**src/rtl/dmwf_pkg.sv**
```systemverilog
`timescale 1ns / 1ps
// ----------------------------------------------------------------------------
// dmwf_pkg
// Shared types, widths and the line median function of the directional
// weighted median filter.
// ----------------------------------------------------------------------------
package dmwf_pkg;

  localparam int WINDOW     = 5;
  localparam int LINE_LEN   = (WINDOW < 1) ? 1 : ((WINDOW > 9) ? 9 : WINDOW);
  localparam int DIR_COUNT  = 4;
  localparam int DIST_SCALE = 1000;

  localparam int DW   = 18;          // scaled distance, up to 255001
  localparam int PW   = 2 * DW;      // pair product
  localparam int TW   = 54;          // product of three distances
  localparam int MPW  = TW + 8;      // median times weight
  localparam int DENW = TW + 2;      // sum of four weights
  localparam int NUMW = 64;          // sum of four weighted medians
  localparam int QW   = 8;

  localparam int WSTAGES = 5;        // register stages of the weight pipeline

  typedef struct packed {
    logic                      border;
    logic [7:0]                center;
    logic [DIR_COUNT-1:0][7:0] med;
  } med_t;

  typedef struct packed {
    logic            border;
    logic [7:0]      center;
    logic [NUMW-1:0] num;
    logic [DENW-1:0] den;
  } frac_t;

  // median of the centre plus the low neighbor bytes, odd-even transposition sort
  function automatic logic [7:0] line_median(logic [7:0] c, logic [31:0] packed_px);
    logic [7:0]  v [LINE_LEN];
    logic [63:0] ext;
    logic [7:0]  t;
    ext  = {32'b0, packed_px};
    v[0] = c;
    for (int i = 1; i < LINE_LEN; i++) begin
      v[i] = ext[8*(i-1) +: 8];
    end
    for (int p = 0; p < LINE_LEN; p++) begin
      for (int i = p % 2; i + 1 < LINE_LEN; i += 2) begin
        if (v[i] > v[i+1]) begin
          t      = v[i];
          v[i]   = v[i+1];
          v[i+1] = t;
        end
      end
    end
    return v[LINE_LEN/2];
  endfunction

endpackage

```
**src/rtl/dmwf_median.sv**
```systemverilog
`timescale 1ns / 1ps
// ----------------------------------------------------------------------------
// dmwf_median
// One register stage: median of each of the four lines through the centre.
// ----------------------------------------------------------------------------
module dmwf_median (
  input  logic              clk,
  input  logic              rst,
  input  logic              in_valid,
  output logic              in_ready,
  input  logic [7:0]        center_pixel,
  input  logic [31:0]       vertical_neighbors,
  input  logic [31:0]       horizontal_neighbors,
  input  logic [31:0]       main_diagonal_neighbors,
  input  logic [31:0]       anti_diagonal_neighbors,
  input  logic              at_border,
  output logic              out_valid,
  input  logic              out_ready,
  output dmwf_pkg::med_t    out_data
);
  import dmwf_pkg::*;

  logic en;
  med_t res;

  assign en       = !out_valid || out_ready;
  assign in_ready = en;

  always_comb begin
    res.border = at_border;
    res.center = center_pixel;
    res.med[0] = line_median(center_pixel, vertical_neighbors);
    res.med[1] = line_median(center_pixel, horizontal_neighbors);
    res.med[2] = line_median(center_pixel, main_diagonal_neighbors);
    res.med[3] = line_median(center_pixel, anti_diagonal_neighbors);
  end

  always_ff @(posedge clk) begin
    if (rst) begin
      out_valid <= 1'b0;
    end else if (en) begin
      out_valid <= in_valid;
    end
  end

  always_ff @(posedge clk) begin
    if (en && in_valid) begin
      out_data <= res;
    end
  end

endmodule

```
**config.mk**
```make
export PLATFORM = sky130hd
export DESIGN_NAME = dmwf_median
export DESIGN_NICKNAME = d
export VERILOG_FILES = /design/src/rtl/dmwf_pkg.sv /design/src/rtl/dmwf_median.sv
export SDC_FILE = /design/constraint.sdc
export NUM_CORES = 1
export LEC_CHECK = 0
export ABC_AREA = 1
export BUFFER_PORTS_ARGS = -buffer_cell sky130_fd_sc_hd__buf_4
export CAP_MARGIN = 5
export CORE_ASPECT_RATIO = 1.2
export CORE_MARGIN = 2
export CORE_UTILIZATION = 50
export DETAILED_ROUTE_END_ITERATION = 10
export PLACE_DENSITY = 0.79
export SETUP_SLACK_MARGIN = 0.1
export SLEW_MARGIN = 20
export SYNTH_ARGS = -nofsm -noshare
export SYNTH_HDL_FRONTEND = slang
export SYNTH_SLANG_ARGS = --single-unit
```
**constraint.sdc**
```tcl
create_clock -name clk -period 10.3 [get_ports clk]
set_input_delay 2.06 -clock clk [delete_from_list [all_inputs] [get_ports clk]]
set_output_delay 2.06 -clock clk [all_outputs]
set_load 0.01 [all_outputs]
```
After elaboration in Yosys (flattened, before gate mapping)

Index checks and enable logic that the tools add are counted.
Widths: inputs -> output; s select.

Output and inout port bits: 43
Register bits: 42
Word-level logic and storage cells: 82
Input port bits: 141

Mux-type cells: 36
Reduce and logical (&&, ||, !) cells: 3
Order comparisons: 36

Operator list:

| cell              | count |
|---|---|
| $mux 16           | 28 |
| $gt 8x8->1        | 36 |
| $mux 8            | 8 |
| $logic_and 1x1->1 | 1 |
| $logic_not 1->1   | 1 |
| $logic_or 1x1->1  | 1 |

Longest topological paths before layout

Depth in word-level cells: 10
Mapped depth: 60
Gate-level depth less buffers: 54

Least setup slack after synthesis

Ideal clock, no wire load.

Path kind: input -> register
Start point: in center_pixel[0]
End point: reg out_data[22] (netlist bit) (data pin)
Path buffers: 6
Slack: 1.328 ns
Cell stages on the path: 46
Data arrival time: 8.718 ns
Cells stage by stage: clkinv_1 > ha_1 > nand4_2 > nand2_1 > clkbuf_1 > clkbuf_1 > nand2_1 > o21ai_0 > ha_1 > nand2_1 > nor2_1 > a211oi_1 > nand2_4 > nand2_4 > inv_4 > clkbuf_1 > nand2_1 > o21ai_0 > (+10 left out) > o21ai_1 > ha_1 > a21oi_1 > nor2_1 > a211oi_1 > nand2_4 > nand2_4 > nand2_1 > and2_1 > ha_1 > a21oi_1 > nor2_1 > a211oi_1 > a32oi_1 > inv_1 > buf_1 > or2_0 > nand2_1

RTL lines:

| item                 | line              | source |
|---|---|---|
| start, declared      | dmwf_median.sv:11 | `input logic [7:0] center_pixel,` |
| end signal, assigned | dmwf_median.sv:48 | `out_data <= res;` |
| end, declared        | dmwf_median.sv:19 | `output dmwf_pkg::med_t out_data` |

==> results.md <==
* Outcome: complete, no violations
* Worst Hold End: out_valid
* DP Worst Slack at 339 ps
* CP max stage cell: o21ai_0
* Num CTS Buffers at 5
* Setup Fix Bufs, Post-CTS at 0
* Period utilisation layout at 0.916
* Full die area at 28700 µm²
* Layout cells sized above 1 at 0.135
* DR DRC count at 0
* Routed wire per std cell at 13.9 µm
* Top sig layer: met4
* Maximum clock frequency at 106 MHz
* RSZ-0062 raised after global routing: false
* Hold_sp: out_valid
* Relative slew slack at 0.510
* Slowest stage delay, CP at 410 ps
* Setup CP Type: input port to flip-flop
* DP HPWL at 33100 µm
* Sequential area share after synthesis at 0.0913
* Gr usage total at 0.265
* Main synth FF type: edfxtp_1
* YS warnings at 0
* Fin nets at 2846
* Setup Viol. Count Final at 0
* Met2 wire length at 19200 µm
* CP top delay family: compound AO/OA/AOI/OAI gates
* Placed Area at 15300 µm²
* Clk Latency, worst-skew pair at 310 ps
* Reg-to-reg endpoint: out_data[17]
* PD cells at 370 nW/µm²
* Detail Route Antenna Nets at 0
* Hold Crit Class: flip-flop to flip-flop
* Hold path depth at 2
* Post-route insts no fill at 2783
* DR WL met3 at 2030 µm
* Setup slack, reg-to-reg at 8540 ps
* Setup crit end kind: flip-flop
* # hold bufs at CTS at 0
* Vias in the first global route at 13.8k
* Syn nets at 2703
* Startpoint types: input port
* Clk_skew at 11.9 ps
* First-pass GRT wire length at 63000 µm
* CTS sink count at 42
* Number of synthesized flops with an enable pin at 41
* Crit path time final at 9430 ps
* Via Count at 15.0k
* Post-Syn Area at 13700 µm²
* Worst r2r src: out_valid
* WL met1 at 16400 µm
* Hold Fails Final Rpt at 0
* Crit path DAT at 9620 ps
* CTS tree: yes
* Placed instance count at 2774
* Final Max Slew Viols at 0
* Fin Hold WS at 564 ps
* Post-synthesis register bit count at 42
* Root buf cell: clkbuf_16
* Setup TNS at 0 ps
* Syn avg cell area at 5.96 µm²
* Clock transition at the registers of the reported paths at 80 ps
* Static leakage at 8.40 nW
* CP Data Required Time at 10490 ps
* CP dominant cell by count: nand2_1
* Final worst setup slack at 866 ps
* I/O pin total at 184
* Final instance area at 15500 µm²
* Slew @ Worst Pin at 733 ps
* Crit-path max FO at 24
* Largest net degree at the start of global routing at 31
* H-tree Lvls at 2
* Pre-antenna DRT Iters at 5
* Post-Syn Instances at 2298
* Cell Rows at 66
* WL final at 38700 µm
* WP buf/inv at 6
* Total grt overflow at 0
* # resized after CTS at 0
* Die height at 185 µm
* FF-to-FF path depth at 2
* Asr flop ratio synth at 0
* VDD IR max at 0.000399 V
* Netlist cell types at 41
* DIE WIDTH at 155 µm
* Initial DRC count at 1021
* Max cap viols at 0
* RD Place Congestion at 0.909
* Core ar. at 27000 µm²
* Input/output buffers at 183
* Clk buf depth at 2
* Layout area overhead at 13.1%
* Initial antenna violation count at 1
* Starting density of the core at 0.507
* Via density at 5.40
[where the power goes]
part / leakage [nW] / switching (mW) / internal, mW
Combinational: 7.93 / 3.18 / 1.91
Sequential: 0.407 / 0.0194 / 0.449
Clock: 0.0664 / 0.0863 / 0.0913
Total: 8.40 / 3.28 / 2.45
[cell usage in the layout, fill, tap and decap left out, types with 5 or more instances in the layout]
| master | n |
|---|---|
| nor2_1 | 85 |
| nand4_1 | 18 |
| or2_1 | 11 |
| ha_1 | 264 |
| nand3b_1 | 6 |
| edfxtp_1 | 41 |
| o21ai_0 | 291 |
| inv_1 | 280 |
| clkbuf_16 | 5 |
| inv_4 | 6 |
| nand3_1 | 131 |
| a211oi_1 | 23 |
| a21o_1 | 6 |
| or2_0 | 10 |
| o21ai_1 | 52 |
| o21ai_2 | 15 |
| o21bai_1 | 10 |
| inv_2 | 9 |
| nand2_2 | 46 |
| nand2_1 | 741 |
| buf_4 | 194 |
| and2_1 | 28 |
| nand2_4 | 20 |
| nor2_2 | 9 |
| or2_2 | 7 |
| a21oi_1 | 98 |
[synthesized netlist by cell type (all sizes together), types with 23 or more instances]
cell | n | area (µm²)
or2 | 28 | 175
clkbuf | 41 | 155
nand4 | 23 | 193
nand2 | 807 | 3290
and2 | 28 | 175
edfxtp | 41 | 1230
a21oi | 101 | 505
inv | 296 | 1130
nor2 | 94 | 375
a211oi | 23 | 173
ha | 264 | 3300
nand3 | 131 | 656
o21ai | 358 | 1850
[sequential cells by signal, indices dropped and copies added (netlist names)]
name / count
out_data: 41
out_valid: 1
[through the flow]
stage | total power, mW | util
2_1_floorplan | 4.42 | -
3_3_place_gp | 5.31 | 0.567
3_5_place_dp | 5.51 | 0.567
4_1_cts | 5.72 | 0.573
5_1_grt | 6.53 | 0.574
6_report | 5.73 | 0.574
[worst max-delay path by stage]
stage | startpoint | to | slack [ps] | depth (start not counted)
after floorplan | center_pixel[0] | out_data[22] | 1330 | 46
after global placement | anti_diagonal_neighbors[17] | out_data[30] | 560 | 43
after detailed placement | center_pixel[0] | out_data[2] | 340 | 47
after CTS | center_pixel[0] | out_data[2] | 630 | 47
after global routing | center_pixel[0] | out_data[1] | 110 | 47
final | center_pixel[0] | out_data[2] | 870 | 44
[final cells by class]
cell class,count,area (µm²)
diodes,1,2.50
clock buffers,5,125
clock inverters,3,23.8
fillers,2751,11500
inverters,300,1150
multi-input cells,1898,11100
flip-flops and latches,42,1250
well taps,340,425
repair buffers,194,1460
[cell families (layout without fill, tap and decap cells)]
| kind of cell | count (synthesis) | count (layout) | synth area share |
|---|---|---|---|
| AOI/OAI and AO/OA | 509 | 509 | 0.200 |
| adders and majority gates | 264 | 264 | 0.241 |
| buffers and inverters | 358 | 502 | 0.103 |
| DFF | 42 | 42 | 0.0913 |
| other | 0 | 1 | 0 |
| and+or+nand+nor | 1125 | 1125 | 0.365 |
[layer usage]
metal  vias to the layer above  global-route usage
li1                       7908                   -
met1                      6691               0.308
met2                       368               0.496
met3                        67              0.0367
met4                         0              0.0870
met5                         -                   0
[worst reg2reg max path, delay by kind of cell, from the launching register on]
kind / cells / cell delay (ps)
AO/OA/AOI/OAI: 1 / 610
flip-flops: 1 / 350
buffers and inverters: 1 / 440
(Power assumes the default switching activity.)
