--- config.mk ---
export PLATFORM = sky130hd
export DESIGN_NAME = dmwf_divider
export DESIGN_NICKNAME = d
export VERILOG_FILES = /design/src/rtl/dmwf_pkg.sv /design/src/rtl/dmwf_divider.sv
export SDC_FILE = /design/constraint.sdc
export NUM_CORES = 2
export LEC_CHECK = 0
export BUFFER_PORTS_ARGS = -buffer_cell sky130_fd_sc_hd__buf_2
export CAP_MARGIN = 20
export CORE_ASPECT_RATIO = 0.7
export CORE_MARGIN = 2
export CORE_UTILIZATION = 55
export DETAILED_ROUTE_END_ITERATION = 6
export MAX_ROUTING_LAYER = met4
export PLACE_DENSITY = 0.81
export REMOVE_ABC_BUFFERS = 1
export SLEW_MARGIN = 20
export SYNTH_ARGS = -nofsm -noshare
export SYNTH_HDL_FRONTEND = slang
export SYNTH_SLANG_ARGS = --single-unit
export TNS_END_PERCENT = 5
--- constraint.sdc ---
create_clock -name clk -period 14.4 [get_ports clk]
set_input_delay 0.72 -clock clk [delete_from_list [all_inputs] [get_ports clk]]
set_output_delay 0.72 -clock clk [all_outputs]
set_load 0.01 [all_outputs]
--- src/rtl/dmwf_pkg.sv ---
`timescale 1ns / 1ps
// ----------------------------------------------------------------------------
// dmwf_pkg
// Shared types, widths and the line median function of the directional
// weighted median filter.
// ----------------------------------------------------------------------------
package dmwf_pkg;

  localparam int WINDOW     = 5;
  localparam int LINE_LEN   = (WINDOW < 1) ? 1 : ((WINDOW > 9) ? 9 : WINDOW);
  localparam int DIR_COUNT  = 4;
  localparam int DIST_SCALE = 1000;

  localparam int DW   = 18;          // scaled distance, up to 255001
  localparam int PW   = 2 * DW;      // pair product
  localparam int TW   = 54;          // product of three distances
  localparam int MPW  = TW + 8;      // median times weight
  localparam int DENW = TW + 2;      // sum of four weights
  localparam int NUMW = 64;          // sum of four weighted medians
  localparam int QW   = 8;

  localparam int WSTAGES = 5;        // register stages of the weight pipeline

  typedef struct packed {
    logic                      border;
    logic [7:0]                center;
    logic [DIR_COUNT-1:0][7:0] med;
  } med_t;

  typedef struct packed {
    logic            border;
    logic [7:0]      center;
    logic [NUMW-1:0] num;
    logic [DENW-1:0] den;
  } frac_t;

  // median of the centre plus the low neighbor bytes, odd-even transposition sort
  function automatic logic [7:0] line_median(logic [7:0] c, logic [31:0] packed_px);
    logic [7:0]  v [LINE_LEN];
    logic [63:0] ext;
    logic [7:0]  t;
    ext  = {32'b0, packed_px};
    v[0] = c;
    for (int i = 1; i < LINE_LEN; i++) begin
      v[i] = ext[8*(i-1) +: 8];
    end
    for (int p = 0; p < LINE_LEN; p++) begin
      for (int i = p % 2; i + 1 < LINE_LEN; i += 2) begin
        if (v[i] > v[i+1]) begin
          t      = v[i];
          v[i]   = v[i+1];
          v[i+1] = t;
        end
      end
    end
    return v[LINE_LEN/2];
  endfunction

endpackage

--- src/rtl/dmwf_divider.sv ---
`timescale 1ns / 1ps
// ----------------------------------------------------------------------------
// dmwf_divider
// Restoring divider, one quotient bit per stage, eight stages; border items
// return the centre.
// ----------------------------------------------------------------------------
module dmwf_divider (
  input  logic              clk,
  input  logic              rst,
  input  logic              in_valid,
  output logic              in_ready,
  input  dmwf_pkg::frac_t   in_data,
  output logic              out_valid,
  input  logic              out_ready,
  output logic [7:0]        filtered_pixel
);
  import dmwf_pkg::*;

  logic [QW-1:0]             v;
  logic [QW-1:0]             en;
  logic [QW-1:0][NUMW-1:0]   rem;
  logic [QW-1:0][DENW-1:0]   den;
  logic [QW-1:0][QW-1:0]     quo;
  logic [QW-1:0]             border;
  logic [QW-1:0][7:0]        center;

  logic [QW-1:0][NUMW-1:0]   rem_in;
  logic [QW-1:0][DENW-1:0]   den_in;
  logic [QW-1:0][QW-1:0]     quo_in;
  logic [QW-1:0][NUMW-1:0]   rem_next;
  logic [QW-1:0][QW-1:0]     quo_next;

  always_comb begin
    en[QW-1] = !v[QW-1] || out_ready;
    for (int k = QW - 2; k >= 0; k--) begin
      en[k] = !v[k] || en[k+1];
    end
  end
  assign in_ready  = en[0];
  assign out_valid = v[QW-1];

  always_comb begin
    rem_in[0] = in_data.num;
    den_in[0] = in_data.den;
    quo_in[0] = '0;
    for (int k = 1; k < QW; k++) begin
      rem_in[k] = rem[k-1];
      den_in[k] = den[k-1];
      quo_in[k] = quo[k-1];
    end
    for (int k = 0; k < QW; k++) begin
      logic [NUMW-1:0] sh;
      sh          = NUMW'(den_in[k]) << (QW - 1 - k);
      rem_next[k] = rem_in[k];
      quo_next[k] = quo_in[k];
      if (rem_in[k] >= sh) begin
        rem_next[k]             = rem_in[k] - sh;
        quo_next[k][QW - 1 - k] = 1'b1;
      end
    end
  end

  always_ff @(posedge clk) begin
    if (rst) begin
      v <= '0;
    end else begin
      if (en[0]) v[0] <= in_valid;
      for (int k = 1; k < QW; k++) begin
        if (en[k]) v[k] <= v[k-1];
      end
    end
  end

  always_ff @(posedge clk) begin
    for (int k = 0; k < QW; k++) begin
      if (en[k]) begin
        rem[k]    <= rem_next[k];
        den[k]    <= den_in[k];
        quo[k]    <= quo_next[k];
        border[k] <= (k == 0) ? in_data.border : border[(k == 0) ? 0 : k - 1];
        center[k] <= (k == 0) ? in_data.center : center[(k == 0) ? 0 : k - 1];
      end
    end
  end

  assign filtered_pixel = border[QW-1] ? center[QW-1] : quo[QW-1];

  // a weighted mean never exceeds the largest median, so the quotient fits
  a_rem_below_den: assert property (@(posedge clk) disable iff (rst)
    (v[QW-1] && !border[QW-1]) |-> rem[QW-1] < NUMW'(den[QW-1]))
    else $error("remainder not below divisor");

  a_first_fits: assert property (@(posedge clk) disable iff (rst)
    (v[0] && !border[0] && den[0] != '0) |-> rem[0] < (NUMW'(den[0]) << (QW - 1)))
    else $error("quotient overflows eight bits");

endmodule

## Yosys cells after proc, flatten, opt, wreduce, memory -nomap -nowiden

Cells that the tools add are included.

- Add/subtract/negate cells: 7
- Multipliers: 0
- Div/mod/pow operators: 0
- Magnitude comparators: 8
- Equality and inequality tests: 0
- Shifts and indexed selects: 0
- Multiplexer cells: 9
- Bitwise operators: 0
- Reduce and logical (&&, ||, !) cells: 16

Operators by type and width:

| kind | number |
|---|---|
| $mux 64 | 7 |
| $ge 64x56->1 | 1 |
| $ge 64x57->1 | 1 |
| $ge 64x58->1 | 1 |
| $ge 64x59->1 | 1 |
| $ge 64x60->1 | 1 |
| $ge 64x61->1 | 1 |
| $ge 64x62->1 | 1 |
| $ge 64x63->1 | 1 |
| $sub 64x57->64 | 1 |
| $sub 64x58->64 | 1 |
| $sub 64x59->64 | 1 |
| $sub 64x60->64 | 1 |
| $sub 64x61->64 | 1 |
| $sub 64x62->64 | 1 |
| $sub 64x63->64 | 1 |
| $logic_not 1->1 | 8 |
| $logic_or 1x1->1 | 8 |
| $mux 8 | 1 |
| $mux 1 | 1 |

- Flip-flop bits (word level): 956
- Latch bits: 0
- Memory bits (writable): 0
- Bits in read-only memories: 0
- Bits of input ports: 133
- Output and inout port bits: 10
- Word-level logic and storage cells: 93
- Memories kept: 0

## Logic depth before layout (Yosys ltp)

- Depth in word-level cells: 9
- Gate-level depth with buffers: 16
- Mapped depth without buffers: 15

## Least setup slack after synthesis

Ideal clock, no wire load.

- Path kind: input -> output
- Start point: input out_ready
- End point: output in_ready
- Arrival: 7.744 ns
- Data required time: 13.680 ns
- Setup slack: 5.936 ns
- Cell stages on the path: 6
- Cells stage by stage: nor2b_1 and2_1 and3_1 clkbuf_1 nand4_1 or2_2

- Longest elaborated chain between the ends: 8

Ends and longest elaborated chain:

| item | line | RTL |
|---|---|---|
| start, declared | dmwf_divider.sv:14 | `input logic out_ready,` |
| $logic_or 1x1->1 | dmwf_divider.sv:34 | `en[QW-1] = !v[QW-1] \|\| out_ready;` |
| $logic_or 1x1->1 (6 in series) | dmwf_divider.sv:36 | `en[k] = !v[k] \|\| en[k+1];` |
| via en[1] | dmwf_divider.sv:20 | `logic [QW-1:0] en;` |
| $logic_or 1x1->1 | dmwf_divider.sv:36 |  |
| end, declared | dmwf_divider.sv:11 | `output logic in_ready,` |

The timed path passes the listed nets, and every way through them passes these cells.

==> results.yml <==
outcome:
  run_status: "completed"
timing:
  fin_crit_ns: 4.87
  finalHoldViolCount: 0
  final_max_slew_viol_count: 0
  clock_skew_ns: 0.0361
  rsz0062_at_grt: "false"
  worst_slew_pin_slew_ns: 1.12
  fin_tns_setup_ns: 0
  setup_violations: 0
  min_period_over_period_pct: 33.8
  slew-limit-headroom_pct: 24.6
  fmax_mhz: 205
  holdWs_ns: 0.215
power_and_ir_drop:
  seqPwrFrac_pct: 35.9
  clock_power_share_pct: 17.4
  combPwrFrac_pct: 46.7
  leakagePower_nw: 26.6
  p_switching_mw: 5.18
  power_per_cell_area_nw_per_um2: 204
  p_int_mw: 7.83
  finalPower_mw: 13.0
  ir_drop_v: 0.000112
  p_sw_share_pct: 39.8
layout:
  final_common_cell: "edfxtp_1"
  final_area_um2: 63800
  num-nets-final: 6499
  area_growth_pct: 7.78
  final_cell_mix: "edfxtp_1, nand2_1, inv_1"
  fillers: 8673
  drive_gt1_share_pct: 6.25
  finish.utilization_pct: 59.9
clock_tree:
  path_clk_slew_ns: 0.06
  clk_latency_ns: 0.70
  cts_max_level: 3
  post_cts_buffers: 0
  postCtsHoldBufs: 0
  clock-root-buffer: "clkbuf_16"
  cts_sinks: 956
  ctsResizeCount: 0
  cts_buffer_depth: 3
  cts_buffers: 91
  tritoncts: "built"
synth:
  netlist_instances: 5895
  ys_top_cells_by_area: "edfxtp_1, ha_1, o21ai_0"
  syn_area_um2: 59200
  yosysWarnings: 0
  synth_area_per_cell_um2: 10.0
  yosysTopAreaCell: "edfxtp_1"
  synthArstFlopShare_pct: 0
  synth.top_cell.area_share_pct: 48.1
  ys.flop_type: "edfxtp_1"
  synth_seq_cells: 956
  yosysUniqueCellTypes: 87
  synth-edff-count: 948
  seq_area_frac_synth_pct: 48.4
floorplan:
  dieArea_um2: 110000
  core_um2: 106000
  initial_core_util_pct: 55.6
  ioPinCount: 143
  fp.dieH_um: 278
  row_count: 100
  die_x_um: 396
drt:
  drtIter0Drc: 4633
  route.final.wire_length_mm: 141
  drc_errors: 0
  vias: 44136
  detail-route-antenna-nets: 0
  routedWlPerCell_um: 19.0
  via_per_inst: 5.96
  dr.pass1.iters: 6
run:
  maxCapViolCount: 0
critical_path:
  r2r_end: "rem[331]"
  cp-end-kind: "register"
  criticalPathCategory: "register to register"
  ff2ff_path_depth: 13
  critPathRequiredTime_ns: 14.82
  worstReg2RegStart: "den[247]"
  cp_max_fo: 105
  crit_arrival_ns: 5.29
  r2r_slack_ns: 9.53
  startpoint_type: "register"
place:
  port_buffers: 142
  place_area_um2: 61000
  hpwl_mm: 109
  routabilityCongestion: 0.964
global_routing:
  gr-usage-all-layers_pct: 26.0
  grt_pass1_vias: 40808
  antenna_found_initial: 1
  grt_pass1_wl_mm: 223
  grt.overflow.total: 0
  grt_max_degree: 109
hold_path:
  min_to: "center[2]"
  hold_class: "input pin to register"
  hold_depth: 1
  hold_start: "in_data[122]"
[worst max-delay path, cell delays in order, from the launching register on]
cell and delay [ns]:
edfxtp_1 0.40, inv_1 0.06, ha_1 0.40, a21oi_1 0.25
o21ai_0 0.15, nor4_1 0.41, o31ai_1 0.11, a211oi_1 0.58
a21oi_1 0.25, o21ai_1 0.18, o2111a_2 0.28, buf_4 0.77
inv_1 0.38, mux2_2 0.37
[per-stage QoR]
stage,std cells,setup slack (ns)
after global routing,7410,9.29
after detailed placement,7246,9.62
after global placement,7246,9.67
final,7410,9.53
after floorplan,5655,5.45
after CTS,7409,9.59
[cell usage after synthesis (all sizes together) (14+ instances only)]
cell type	count
clkbuf	198
nor2	276
nand2	604
a41oi	14
nand2b	52
a2111oi	17
nor3	61
and3	46
and2	38
a21oi	483
a21boi	15
o211ai	23
nor4	30
o21a	43
nand3	102
and4	14
a31oi	70
buf	42
o21bai	77
xnor2	206
edfxtp	948
o31a	17
mux2	43
o21ai	571
o31ai	30
nor2b	65
nand4	134
a21o	244
ha	448
a211oi	47
inv	557
xor2	178
or3	27
[cell type report]
| cell class | count | area, µm² | area share (%) |
|---|---|---|---|
| Clock buffer | 110 | 2350 | 3.68 |
| Tap cell | 1428 | 1790 | 2.80 |
| Clock inverter | 53 | 443 | 0.695 |
| Timing Repair Buffer | 163 | 868 | 1.36 |
| Sequential cell | 956 | 28600 | 44.9 |
| Antenna cell | 1 | 2.50 | 0.00393 |
| Inverter | 557 | 2100 | 3.29 |
| Multi-Input combinational cell | 4142 | 27600 | 43.3 |
[metal layers]
| layer | vias up | share of wire, % | wire length [µm] | track usage [%] |
|---|---|---|---|---|
| met4 | 0 | 2.4 | 3420 | 6.40 |
| met2 | 1969 | 40 | 56500 | 35.1 |
| li1 | 21534 | - | - | - |
| met3 | 190 | 8.7 | 12200 | 3.25 |
| met1 | 20443 | 49 | 68800 | 41.1 |
| met5 | - | 0 | 0 | - |
[how the worst max path moves through the flow]
stage                          start        to
after floorplan           in_data[9]    quo[7]
after detailed placement    den[247]  rem[331]
after global placement      den[247]  rem[331]
after CTS                   den[247]  rem[331]
final                       den[247]  rem[331]
after global routing        den[247]  rem[331]
[sequential cells by signal, summed over array words and instances (netlist names)]
signal  cells
center     64
v           8
quo        36
rem       448
den       392
border      8
[cell families after synthesis]
| logic type | synth area share (%) |
|---|---|
| buf+inv | 5.14 |
| flops | 48.4 |
| compound gates | 18.4 |
| simple gates | 11.8 |
| xor+xnor | 5.69 |
| mux | 0.903 |
| fa+ha+maj | 9.71 |
[power groups by stage]
stage	Sequential (mW)	Combinational [mW]	Clock [mW]
after floorplan	4.44	4.59	0
after global placement	4.68	5.81	0
after detailed placement	4.70	5.92	0
after CTS	4.65	5.95	2.32
after global routing	4.73	6.75	2.42
final	4.67	6.07	2.27
No activity file was read; power rests on OpenSTA's default activity.
